===== src/rtl/skf_pkg.sv =====
// shared constants and types of the scalar kalman filter
// no dependencies
package skf_pkg;

  localparam int SAMPLE_BITS_DEF = 16;
  localparam int FRAC_BITS_DEF   = 16;

  localparam int DATA_W    = 32;
  localparam int GAIN_FRAC = 16;
  localparam int GAIN_W    = GAIN_FRAC + 1;
  localparam logic [GAIN_W-1:0] GAIN_ONE = GAIN_W'(1) << GAIN_FRAC;

  localparam int ADDR_W    = 4;
  localparam int REG_IDX_W = 2;
  localparam logic [REG_IDX_W-1:0] REG_Q  = 2'd0;
  localparam logic [REG_IDX_W-1:0] REG_R  = 2'd1;
  localparam logic [REG_IDX_W-1:0] REG_P0 = 2'd2;

  localparam logic [DATA_W-1:0] Q_RST  = 32'd1;
  localparam logic [DATA_W-1:0] R_RST  = 32'd65536;
  localparam logic [DATA_W-1:0] P0_RST = 32'd65536;

  typedef struct packed {
    logic load_in;
    logic div_start;
    logic mul_en;
    logic upd_en;
  } skf_cmd_t;

  typedef struct packed {
    logic div_done;
  } skf_sts_t;

endpackage


===== src/rtl/skf_div.sv =====
// restoring divider for the gain: floor(num * 2^GAIN_FRAC / den), one bit per cycle
// depends on skf_pkg
module skf_div import skf_pkg::*; (
  input  logic              clk,
  input  logic              rst_n,
  input  logic              start,
  input  logic [DATA_W-1:0] num,
  input  logic [DATA_W:0]   den,
  output logic              done,
  output logic [GAIN_W-1:0] quot
);

  localparam int CNT_W = $clog2(GAIN_W + 1);

  logic              busy_r;
  logic              done_r;
  logic              zero_r;
  logic [CNT_W-1:0]  cnt_r;
  logic [DATA_W+1:0] rem_r;
  logic [DATA_W:0]   den_r;
  logic [GAIN_W-1:0] q_r;

  logic              ge;
  logic [DATA_W+1:0] diff;
  logic [DATA_W+1:0] rem_sel;
  logic [DATA_W+1:0] rem_nxt;

  always_comb begin
    ge      = rem_r >= {1'b0, den_r};
    diff    = rem_r - {1'b0, den_r};
    rem_sel = ge ? diff : rem_r;
    // remainder stays below den, so one bit of headroom covers the shift
    rem_nxt = {rem_sel[DATA_W:0], 1'b0};
  end

  always_ff @(posedge clk) begin
    if (!rst_n) begin
      busy_r <= 1'b0;
      done_r <= 1'b0;
      cnt_r  <= '0;
    end else begin
      done_r <= 1'b0;
      if (start) begin
        busy_r <= 1'b1;
        cnt_r  <= CNT_W'(GAIN_W);
      end else if (busy_r) begin
        cnt_r <= cnt_r - 1'b1;
        if (cnt_r == CNT_W'(1)) begin
          busy_r <= 1'b0;
          done_r <= 1'b1;
        end
      end
    end
  end

  always_ff @(posedge clk) begin
    if (start) begin
      rem_r  <= {2'b00, num};
      den_r  <= den;
      zero_r <= (den == '0);
      q_r    <= '0;
    end else if (busy_r) begin
      rem_r <= rem_nxt;
      q_r   <= {q_r[GAIN_W-2:0], ge};
    end
  end

  assign done = done_r;
  assign quot = zero_r ? '0 : q_r;

endmodule


===== src/rtl/skf_dp.sv =====
// datapath: estimate and covariance state, prediction, gain divider, update multipliers
// depends on skf_pkg and skf_div
module skf_dp import skf_pkg::*; #(
  parameter int SAMPLE_BITS = SAMPLE_BITS_DEF,
  parameter int FRAC_BITS   = FRAC_BITS_DEF
) (
  input  logic                   clk,
  input  logic                   rst_n,
  input  skf_cmd_t               cmd,
  output skf_sts_t               sts,
  input  logic [SAMPLE_BITS-1:0] sample_in,
  input  logic [DATA_W-1:0]      cfg_q,
  input  logic [DATA_W-1:0]      cfg_r,
  input  logic                   init_we,
  input  logic [DATA_W-1:0]      init_val,
  output logic [DATA_W-1:0]      est_out,
  output logic [GAIN_W-1:0]      gain_out
);

  localparam int SW    = SAMPLE_BITS + FRAC_BITS;
  localparam int XW    = (SW > DATA_W) ? SW : DATA_W + 1;
  localparam int PE_W  = GAIN_W + DATA_W + 2;
  localparam int PC_W  = GAIN_W + DATA_W;

  localparam logic signed [XW-1:0] SMAX = XW'({1'b0, {(DATA_W-1){1'b1}}});
  localparam logic signed [XW-1:0] SMIN = -SMAX - XW'(1);
  localparam logic signed [PE_W-1:0] EMAX = PE_W'({1'b0, {(DATA_W-1){1'b1}}});
  localparam logic signed [PE_W-1:0] EMIN = -EMAX - PE_W'(1);

  logic signed [DATA_W-1:0]      est_r;
  logic [DATA_W-1:0]             cov_r;
  logic [SAMPLE_BITS-1:0]        samp_r;
  logic [DATA_W-1:0]             pred_r;
  logic signed [PE_W-1:0]        prod_est_r;
  logic [PC_W-1:0]               prod_cov_r;
  logic [GAIN_W-1:0]             gain_r;
  logic [GAIN_W-1:0]             out_gain_r;

  logic [DATA_W:0]               pred_sum;
  logic [DATA_W-1:0]             pred_nxt;
  logic [DATA_W:0]               den;
  logic [GAIN_W-1:0]             quot;
  logic signed [XW-1:0]          sfix_wide;
  logic signed [DATA_W-1:0]      sfix;
  logic signed [DATA_W:0]        innov;
  logic signed [PE_W-1:0]        prod_est_nxt;
  logic [PC_W-1:0]               prod_cov_nxt;
  logic signed [PE_W-1:0]        est_sum;
  logic signed [DATA_W-1:0]      est_nxt;

  skf_div u_div (
    .clk   (clk),
    .rst_n (rst_n),
    .start (cmd.div_start),
    .num   (pred_r),
    .den   (den),
    .done  (sts.div_done),
    .quot  (quot)
  );

  always_comb begin
    // predicted covariance saturates at all ones
    pred_sum = {1'b0, cov_r} + {1'b0, cfg_q};
    pred_nxt = pred_sum[DATA_W] ? '1 : pred_sum[DATA_W-1:0];
    den      = {1'b0, pred_r} + {1'b0, cfg_r};

    sfix_wide = $signed({{(XW-SAMPLE_BITS){samp_r[SAMPLE_BITS-1]}}, samp_r}) <<< FRAC_BITS;
    if (sfix_wide > SMAX) begin
      sfix = SMAX[DATA_W-1:0];
    end else if (sfix_wide < SMIN) begin
      sfix = SMIN[DATA_W-1:0];
    end else begin
      sfix = sfix_wide[DATA_W-1:0];
    end
    innov = {sfix[DATA_W-1], sfix} - {est_r[DATA_W-1], est_r};

    prod_est_nxt = $signed({1'b0, quot}) * innov;
    prod_cov_nxt = {{DATA_W{1'b0}}, GAIN_ONE - quot} * {{GAIN_W{1'b0}}, pred_r};

    // arithmetic shift rounds the step toward minus infinity
    est_sum = (prod_est_r >>> GAIN_FRAC) + PE_W'(est_r);
    if (est_sum > EMAX) begin
      est_nxt = EMAX[DATA_W-1:0];
    end else if (est_sum < EMIN) begin
      est_nxt = EMIN[DATA_W-1:0];
    end else begin
      est_nxt = est_sum[DATA_W-1:0];
    end
  end

  always_ff @(posedge clk) begin
    if (!rst_n) begin
      est_r <= '0;
      cov_r <= P0_RST;
    end else if (init_we) begin
      est_r <= '0;
      cov_r <= init_val;
    end else if (cmd.upd_en) begin
      est_r <= est_nxt;
      cov_r <= prod_cov_r[GAIN_FRAC +: DATA_W];
    end
  end

  always_ff @(posedge clk) begin
    if (cmd.load_in) begin
      samp_r <= sample_in;
      pred_r <= pred_nxt;
    end
    if (cmd.mul_en) begin
      prod_est_r <= prod_est_nxt;
      prod_cov_r <= prod_cov_nxt;
      gain_r     <= quot;
    end
    if (cmd.upd_en) begin
      out_gain_r <= gain_r;
    end
  end

  // estimate moves on an update, which waits for a free output register, and on init
  assign est_out  = est_r;
  assign gain_out = out_gain_r;

endmodule


===== src/rtl/skf_ctrl.sv =====
// controller: sequences one sample through predict, divide, multiply and update
// depends on skf_pkg
module skf_ctrl import skf_pkg::*; (
  input  logic     clk,
  input  logic     rst_n,
  input  logic     in_tvalid,
  output logic     in_tready,
  output logic     out_tvalid,
  input  logic     out_tready,
  output skf_cmd_t cmd,
  input  skf_sts_t sts
);

  localparam logic [2:0] S_IDLE = 3'd0;
  localparam logic [2:0] S_LOAD = 3'd1;
  localparam logic [2:0] S_DIV  = 3'd2;
  localparam logic [2:0] S_MUL  = 3'd3;
  localparam logic [2:0] S_UPD  = 3'd4;

  logic [2:0] state_r;
  logic [2:0] state_nxt;
  logic       out_valid_r;
  logic       out_valid_nxt;

  always_comb begin
    in_tready     = (state_r == S_IDLE);
    cmd.load_in   = in_tvalid && in_tready;
    cmd.div_start = (state_r == S_LOAD);
    cmd.mul_en    = (state_r == S_MUL);
    cmd.upd_en    = (state_r == S_UPD) && (!out_valid_r || out_tready);

    out_valid_nxt = out_valid_r;
    if (cmd.upd_en) begin
      out_valid_nxt = 1'b1;
    end else if (out_tready) begin
      out_valid_nxt = 1'b0;
    end

    state_nxt = state_r;
    case (state_r)
      S_IDLE: begin
        if (cmd.load_in) state_nxt = S_LOAD;
      end
      S_LOAD: begin
        state_nxt = S_DIV;
      end
      S_DIV: begin
        if (sts.div_done) state_nxt = S_MUL;
      end
      S_MUL: begin
        state_nxt = S_UPD;
      end
      S_UPD: begin
        if (cmd.upd_en) state_nxt = S_IDLE;
      end
      default: begin
        state_nxt = S_IDLE;
      end
    endcase
  end

  always_ff @(posedge clk) begin
    if (!rst_n) begin
      state_r     <= S_IDLE;
      out_valid_r <= 1'b0;
    end else begin
      state_r     <= state_nxt;
      out_valid_r <= out_valid_nxt;
    end
  end

  assign out_tvalid = out_valid_r;

`ifndef SYNTH
  a_done_in_div: assert property (@(posedge clk) disable iff (!rst_n)
    sts.div_done |-> state_r == S_DIV)
    else $error("divider finished outside the divide phase");

  a_div_not_instant: assert property (@(posedge clk) disable iff (!rst_n)
    state_r == S_LOAD |=> state_r == S_DIV && !sts.div_done)
    else $error("divider reported done right after start");

  a_result_from_upd: assert property (@(posedge clk) disable iff (!rst_n)
    $rose(out_tvalid) |-> $past(state_r) == S_UPD)
    else $error("result appeared without an update");

  a_accept_starts: assert property (@(posedge clk) disable iff (!rst_n)
    in_tvalid && in_tready |=> state_r == S_LOAD && !in_tready)
    else $error("accepted request did not start processing");
`endif

endmodule


===== src/rtl/scalar_kalman_filter.sv =====
// scalar kalman filter, one request per sample, one result per sample
// the result shows on out_tvalid once the sample has passed load, the 17-step
// restoring gain divider, multiply and update; no new sample is taken before then
// a finished result may wait in the output register while the next sample is taken
// reset (rst_n, synchronous): Q=1, R=1.0, initial covariance=1.0, estimate cleared
// writing the initial covariance reloads the covariance and clears the estimate
module scalar_kalman_filter import skf_pkg::*; #(
  parameter int SAMPLE_BITS = SAMPLE_BITS_DEF,
  parameter int FRAC_BITS   = FRAC_BITS_DEF
) (
  input  logic                                  clk,
  input  logic                                  rst_n,
  input  logic                                  in_tvalid,
  output logic                                  in_tready,
  input  logic [((SAMPLE_BITS+7)/8)*8-1:0]      in_tdata,    // sample
  output logic                                  out_tvalid,
  input  logic                                  out_tready,
  output logic [((DATA_W+GAIN_W+7)/8)*8-1:0]    out_tdata,   // estimate, gain
  input  logic                                  cfg_psel,
  input  logic                                  cfg_penable,
  input  logic                                  cfg_pwrite,
  input  logic [ADDR_W-1:0]                     cfg_paddr,
  input  logic [DATA_W-1:0]                     cfg_pwdata,
  output logic [DATA_W-1:0]                     cfg_prdata,
  output logic                                  cfg_pready
);

  localparam int OUT_W = ((DATA_W + GAIN_W + 7) / 8) * 8;

  logic [DATA_W-1:0]    q_r;
  logic [DATA_W-1:0]    r_r;
  logic [DATA_W-1:0]    p0_r;
  logic                 cfg_we;
  logic [REG_IDX_W-1:0] cfg_idx;
  logic                 init_we;
  skf_cmd_t             cmd;
  skf_sts_t             sts;
  logic [DATA_W-1:0]    est;
  logic [GAIN_W-1:0]    gain;

  assign cfg_pready = 1'b1;
  assign cfg_we     = cfg_psel && cfg_penable && cfg_pwrite && cfg_pready;
  assign cfg_idx    = cfg_paddr[ADDR_W-1:2];
  assign init_we    = cfg_we && (cfg_idx == REG_P0);

  always_ff @(posedge clk) begin
    if (!rst_n) begin
      q_r  <= Q_RST;
      r_r  <= R_RST;
      p0_r <= P0_RST;
    end else if (cfg_we) begin
      case (cfg_idx)
        REG_Q:   q_r  <= cfg_pwdata;
        REG_R:   r_r  <= cfg_pwdata;
        REG_P0:  p0_r <= cfg_pwdata;
        default: ;
      endcase
    end
  end

  always_comb begin
    case (cfg_idx)
      REG_Q:   cfg_prdata = q_r;
      REG_R:   cfg_prdata = r_r;
      REG_P0:  cfg_prdata = p0_r;
      default: cfg_prdata = '0;
    endcase
  end

  skf_ctrl u_ctrl (
    .clk        (clk),
    .rst_n      (rst_n),
    .in_tvalid  (in_tvalid),
    .in_tready  (in_tready),
    .out_tvalid (out_tvalid),
    .out_tready (out_tready),
    .cmd        (cmd),
    .sts        (sts)
  );

  skf_dp #(
    .SAMPLE_BITS (SAMPLE_BITS),
    .FRAC_BITS   (FRAC_BITS)
  ) u_dp (
    .clk       (clk),
    .rst_n     (rst_n),
    .cmd       (cmd),
    .sts       (sts),
    .sample_in (in_tdata[SAMPLE_BITS-1:0]),
    .cfg_q     (q_r),
    .cfg_r     (r_r),
    .init_we   (init_we),
    .init_val  (cfg_pwdata),
    .est_out   (est),
    .gain_out  (gain)
  );

  assign out_tdata = {{(OUT_W-DATA_W-GAIN_W){1'b0}}, gain, est};

endmodule

===== config.mk =====
export PLATFORM = sky130hd
export DESIGN_NAME = scalar_kalman_filter
export DESIGN_NICKNAME = d
export VERILOG_FILES = /design/src/rtl/skf_pkg.sv /design/src/rtl/skf_div.sv /design/src/rtl/skf_dp.sv /design/src/rtl/skf_ctrl.sv /design/src/rtl/scalar_kalman_filter.sv
export SDC_FILE = /design/constraint.sdc
export NUM_CORES = 2
export LEC_CHECK = 0
export ABC_CLOCK_PERIOD_IN_PS = 11470
export CORE_MARGIN = 5
export CORE_UTILIZATION = 55
export CTS_BUF_LIST = sky130_fd_sc_hd__clkbuf_4 sky130_fd_sc_hd__clkbuf_8 sky130_fd_sc_hd__clkbuf_16
export DETAILED_ROUTE_END_ITERATION = 8
export DONT_BUFFER_PORTS = 1
export PLACE_DENSITY = 0.7
export SETUP_SLACK_MARGIN = 0.5
export SYNTH_ARGS = -nofsm -noshare
export SYNTH_HDL_FRONTEND = slang
export SYNTH_SLANG_ARGS = --single-unit

===== constraint.sdc =====
create_clock -name clk -period 11.47 [get_ports clk]
set_input_delay 2.294 -clock clk [delete_from_list [all_inputs] [get_ports clk]]
set_output_delay 2.294 -clock clk [all_outputs]
set_load 0.02 [all_outputs]

Word-level counts from Yosys, hierarchy flattened:

Cells that the tools add are included.

* output and inout bits: 91
* bits in registers: 437

* multiplexer cells: 23
* eq/ne operators: 10
* $add $sub $neg: 7
* reduce and logical (&&, ||, !) cells: 20
* $mul: 2
* order comparisons: 5
* bitwise gates (word level): 2

Operators by type and width (count)
* 32-bit 2-to-1 mux: 8
* 32-bit case mux with 3 select lines: 1
* 32-bit by 32-bit adder with 33-bit output: 2
* 51-bit by 32-bit > comparator with 1-bit output (second input constant): 1
* 51-bit by 32-bit < comparator with 1-bit output (second input constant): 1
* 18-bit by 33-bit multiplier with 51-bit output: 1
* 17-bit by 32-bit multiplier with 48-bit output: 1
* 35-bit by 32-bit adder with 36-bit output: 1
* 34-bit by 33-bit >= comparator with 1-bit output: 1
* 33-bit logical NOT: 1
* 33-bit 2-to-1 mux: 1
* 32-bit by 32-bit subtractor with 33-bit output: 1
* 33-bit subtractor: 1
* 32-bit > comparator (second input constant): 1
* 32-bit < comparator (second input constant): 1
* 17-bit 2-to-1 mux: 1
* 17-bit subtractor (first input constant): 1
* 3-bit case mux with 5 select lines: 1
* 5-bit 2-to-1 mux: 2
* 3-bit 2-to-1 mux: 3
* 3-bit by 2-bit == test with 1-bit output (second input constant): 2
* 1-bit 2-to-1 mux: 6
* 2-bit AND reduction: 3
* 2-bit nonzero test: 3
* other kinds (17): 24

Logic depth before layout (Yosys ltp):

* word-level depth: 5
* gate-level depth with buffers: 36
* mapped depth without buffers: 35

By module:

From an unflattened synthesis, not the netlist that was laid out.

* cells, all modules: 6640
* area total of the unflattened synthesis: 59419.5 sq um

Modules (own cells, without submodules)
* skf_dp: times used 1, cells an instance 5524, area an instance 49023.3 sq um, seq. area each 5755.5 sq um
* skf_div: times used 1, cells an instance 625, area an instance 5885.6 sq um, seq. area each 2502.4 sq um
* scalar_kalman_filter: times used 1, cells an instance 471, area an instance 4302.9 sq um, seq. area each 1921.8 sq um
* skf_ctrl: times used 1, cells an instance 20, area an instance 207.7 sq um, seq. area each 80.1 sq um

Worst setup path before layout:

No wires, ideal clock.

* kind: register to register
* start: reg u_dp.u_div.zero_r
* end: reg u_dp.prod_cov_r[32], data pin
* slack: 3.110 ns
* path buffers: 3
* library setup time: 0.258 ns
* cell stages (with the launch flop): 33
* arrival time: 8.101 ns
* cells stage by stage: edfxtp_1 clkbuf_1 nand2b_1 buf_1 ha_1 nand3_1 nor3_1 nand2b_1 nor4_1 xnor2_1 clkbuf_1 and2_1 fa_1 fa_1 fa_1 fa_1 fa_1 inv_1 fa_1 inv_1 ha_1 a21o_1 a21o_1 a21oi_1 o21ai_0 a2111oi_2 nor2_1 and4_1 a2111oi_4 nor2b_1 or2_1 a21oi_2 xnor2_1

* cells in the longest elaborated chain, start to end: 3

RTL lines
* start, declared: line skf_div.sv:17 `logic zero_r;`
* start signal, assigned: line skf_div.sv:60 `zero_r <= (den == '0);`
* 17-bit 2-to-1 mux: line skf_div.sv:69 `assign quot = zero_r ? '0 : q_r;`
* 17-bit subtractor: line skf_dp.sv:78 `prod_cov_nxt = {{DATA_W{1'b0}}, GAIN_ONE - quot} * {{GAIN_W{1'b0}}, pred_r};`
* 17-bit by 32-bit multiplier with 48-bit output: line skf_dp.sv:78
* named net u_dp.prod_cov_nxt[32]: line skf_dp.sv:47 `logic [PC_W-1:0] prod_cov_nxt;`
* end signal, assigned: line skf_dp.sv:111 `prod_cov_r <= prod_cov_nxt;`
* end, declared: line skf_dp.sv:35 `logic [PC_W-1:0] prod_cov_r;`

The timed path passes the listed nets, and every way through them passes these cells.
A chain may end at the register's enable or synchronous reset.

Worst setup path in the final report:

* start: reg u_dp.u_div.zero_r
* end: reg u_dp.prod_cov_r[47], data pin

Same word-level chain as after synthesis.

==> results.cfg <==
[floorplan]
ios = 150
row_count = 119
chipHeight_um = 335
design.die.area_um2 = 112000
chipWidth_um = 335
floorplan.core_area_um2 = 105000
floorplan.initialDensity_pct = 55.3

[sta]
timing.final.ws_setup_ps = 1420
final.period_utilization_pct = 87.6
worst_slew_pin_slew_ps = 1280
finalSetupViolations = 0
skew_ps = 37.2
fmaxAchievable_ghz = 0.0995
final_report_max_slew_violation_count = 0
fin_crit_ps = 10050
relative_slew_slack_pct = 13.6
grt_setup_unrepaired = no
timing_hold_violations_final = 0
tns_ps = 0

[worst_setup_path]
r2r-start = u_dp.u_div.zero_r$_DFFE_PP_
critical_path.max_stage_delay_ps = 760
rr_endpoint = u_dp.prod_cov_r[47]$_DFFE_PP_
setup.reg_to_reg.worst_slack_ps = 1420
cp_max_fo = 23
critical_path_arrival_ps = 10400
ff2ff_path_depth = 31
setup.worst_path.start_class = flip-flop
cpMaxStageDelayCell = sky130_fd_sc_hd__edfxtp_1
required_ps = 11820
critical_path.most_common_cell = sky130_fd_sc_hd__fa_1
worstSetupEndpointType = flip-flop
worst-setup-path-type = flip-flop to flip-flop

[cts]
clkSinkCount = 405
insertion_delay_ps = 620
ctsHoldBuffers = 0
tritoncts.num_buffers = 44
cts_post_setup_buffers_inserted = 0
cts-htree-levels = 2
ctsRootBufferMaster = sky130_fd_sc_hd__clkbuf_16
cts_max_path_bufs = 3
post_cts.resized_instances = 0
cts_tree = built
clk_transition_reported_paths_ps = 60

[grt]
global_route.usage.total_pct = 26.9
first_pass_grt_wire_length_um = 242000
grt_max_degree = 137
vias_in_the_first_global_route = 45483
antenna_found_initial = 1
globalRoute.totalOverflow = 0

[hold_path]
hold_path_class = flip-flop to flip-flop
capture_endpoint_of_the_worst_hold_path = u_dp.gain_out[3]$_DFFE_PP_
worstHoldPathCells = 0
holdCritStartpoint = u_dp.gain_r[3]$_DFFE_PP_

[synthesis]
netlist_instances = 6561
synth_seq_cells = 405
syn-cell-area_um2 = 58100
synth_cell_type_count = 99
post_synth_main_area_contributors = sky130_fd_sc_hd__fa_1 34%, sky130_fd_sc_hd__edfxtp_1 11%, sky130_fd_sc_hd__inv_1 8.5%
synth-async-reset-ratio_pct = 0
synth.avg_cell_area_um2 = 8.85
part_of_the_yosys_area_used_for_sequential_elements_pct = 17.7
ys_dominant_reg_cell = sky130_fd_sc_hd__edfxtp_1
yosys.area.top_type = sky130_fd_sc_hd__fa_1
ys.warnings.count = 0
synth_edf_count = 215
yosysTopAreaCellShare_pct = 33.7

[routing]
wirelength_um = 149000
vias_per_cell = 5.55
post_drt_wl_per_cell_um = 19.1
detailroute.via_count = 43514
ant_nets = 0
drt_iter0_markers = 2928
detail_route.drc_violations = 0
drt_pass_1_iters = 5

[cells_and_area]
finish.net_count = 7840
mostFrequentLayoutCell = sky130_fd_sc_hd__inv_1
layout.cells.most_common_list = 1314 x sky130_fd_sc_hd__inv_1, 1139 x sky130_fd_sc_hd__nand2_1, 978 x sky130_fd_sc_hd__fa_1
design_area_um2 = 61200
drive_above_1_share_pct = 4.62
area.growth.synth_to_final_pct = 5.40

[placed_design]
io_buffers = 0
post_dp_cell_area_um2 = 59600
detailedPlace.worstSlack_ps = 1570
hpwlAfterDp_um = 116000
gp_routability_congestion = 0.929

[flow_run]
timing.max_cap.violations = 0

[outcome]
status = completed
[cells by family (layout without fill, tap and decap cells)]
logic type / after synthesis / in the layout / share of synthesized area, %
flops: 405 / 405 / 17.7
simple gates: 1985 / 1985 / 14.7
fa+ha+maj: 1370 / 1370 / 42.1
buf+inv: 1621 / 1507 / 10.6
xor+xnor: 259 / 259 / 3.97
other cells: 2 / 10 / 0.0129
compound gates: 827 / 827 / 9.28
mux: 92 / 92 / 1.65
[flip-flops by register name, summed over array words and instances (netlist names)]
register and count:
u_ctrl.out_tvalid 1, u_dp.u_div.busy_r 1, u_dp.u_div.cnt_r 5, u_dp.cov_r 32, u_dp.u_div.rem_r 34, u_dp.prod_est_r 35, u_dp.prod_cov_r 32, r_r 32
u_dp.u_div.q_r 17, p0_r 32, u_dp.gain_r 17, u_dp.samp_r 16, q_r 32, u_dp.est_out 32, u_dp.u_div.zero_r 1, u_dp.gain_out 17
u_dp.u_div.done 1, u_dp.u_div.den_r 33, u_dp.pred_r 32, u_ctrl.state_r 3
[critical path, delay by kind of cell, from the launching register on]
kind / cells / cell delay [ps]
compound gates: 8 / 2070
buf+inv: 4 / 400
simple gates: 10 / 2790
xor+xnor: 2 / 530
flops: 1 / 760
fa+ha+maj: 7 / 3200
[cell usage after synthesis (76+ instances only)]
library cell / n
sky130_fd_sc_hd__inv_1: 1316
sky130_fd_sc_hd__nand2_1: 1140
sky130_fd_sc_hd__fa_1: 978
sky130_fd_sc_hd__nor2_1: 411
sky130_fd_sc_hd__ha_1: 386
sky130_fd_sc_hd__clkbuf_1: 260
sky130_fd_sc_hd__a21oi_1: 246
sky130_fd_sc_hd__edfxtp_1: 215
sky130_fd_sc_hd__dfxtp_1: 190
sky130_fd_sc_hd__xnor2_1: 181
sky130_fd_sc_hd__and2_1: 175
sky130_fd_sc_hd__o21ai_0: 149
sky130_fd_sc_hd__a21boi_0: 130
sky130_fd_sc_hd__a21o_1: 94
sky130_fd_sc_hd__xor2_1: 76
[worst max path at each step]
stage	slack, ps	start	to	cells after the start
floorplan	3110	u_dp.u_div.zero_r$_DFFE_PP_	u_dp.prod_cov_r[32]$_DFFE_PP_	32
global placement	1660	u_dp.u_div.zero_r$_DFFE_PP_	u_dp.prod_cov_r[47]$_DFFE_PP_	31
detailed placement	1570	u_dp.u_div.zero_r$_DFFE_PP_	u_dp.prod_cov_r[47]$_DFFE_PP_	31
CTS	1540	u_dp.u_div.zero_r$_DFFE_PP_	u_dp.prod_cov_r[47]$_DFFE_PP_	31
global route	750	u_dp.u_div.zero_r$_DFFE_PP_	u_dp.prod_cov_r[47]$_DFFE_PP_	31
finish	1420	u_dp.u_div.zero_r$_DFFE_PP_	u_dp.prod_cov_r[47]$_DFFE_PP_	31
[layout make-up]
cell class	count	area, um^2
clock buffers	68	1380
well taps	1391	1740
diodes	2	5.00
flip-flops and latches	405	10300
repair buffers	102	766
multi-input cells	4541	41900
clock inverters	14	211
inverters	1323	4970
fillers	9274	43900
[stage by stage]
| step | cells | util [%] | hold WS (ps) |
|---|---|---|---|
| 2_1_floorplan | 6567 | - | 400 |
| 3_3_place_gp | 7762 | 56.7 | 403 |
| 3_5_place_dp | 7762 | 56.7 | 406 |
| 4_1_cts | 7844 | 58.2 | 421 |
| 5_1_grt | 7845 | 58.2 | 434 |
| 6_report | 7846 | 58.2 | 419 |
[metal layers]
| metal | global-route usage (%) | up-vias | part of all wire [%] |
|---|---|---|---|
| li1 | - | 19811 | - |
| met1 | 34.3 | 21688 | 39 |
| met2 | 46.3 | 1636 | 49 |
| met3 | 3.93 | 379 | 6.7 |
| met4 | 10.8 | 0 | 4.9 |
| met5 | 0 | - | 0 |
Power is left out: the tool's default activity adds up to more than one toggle a clock period on the data nets, which glitch-free logic cannot reach.
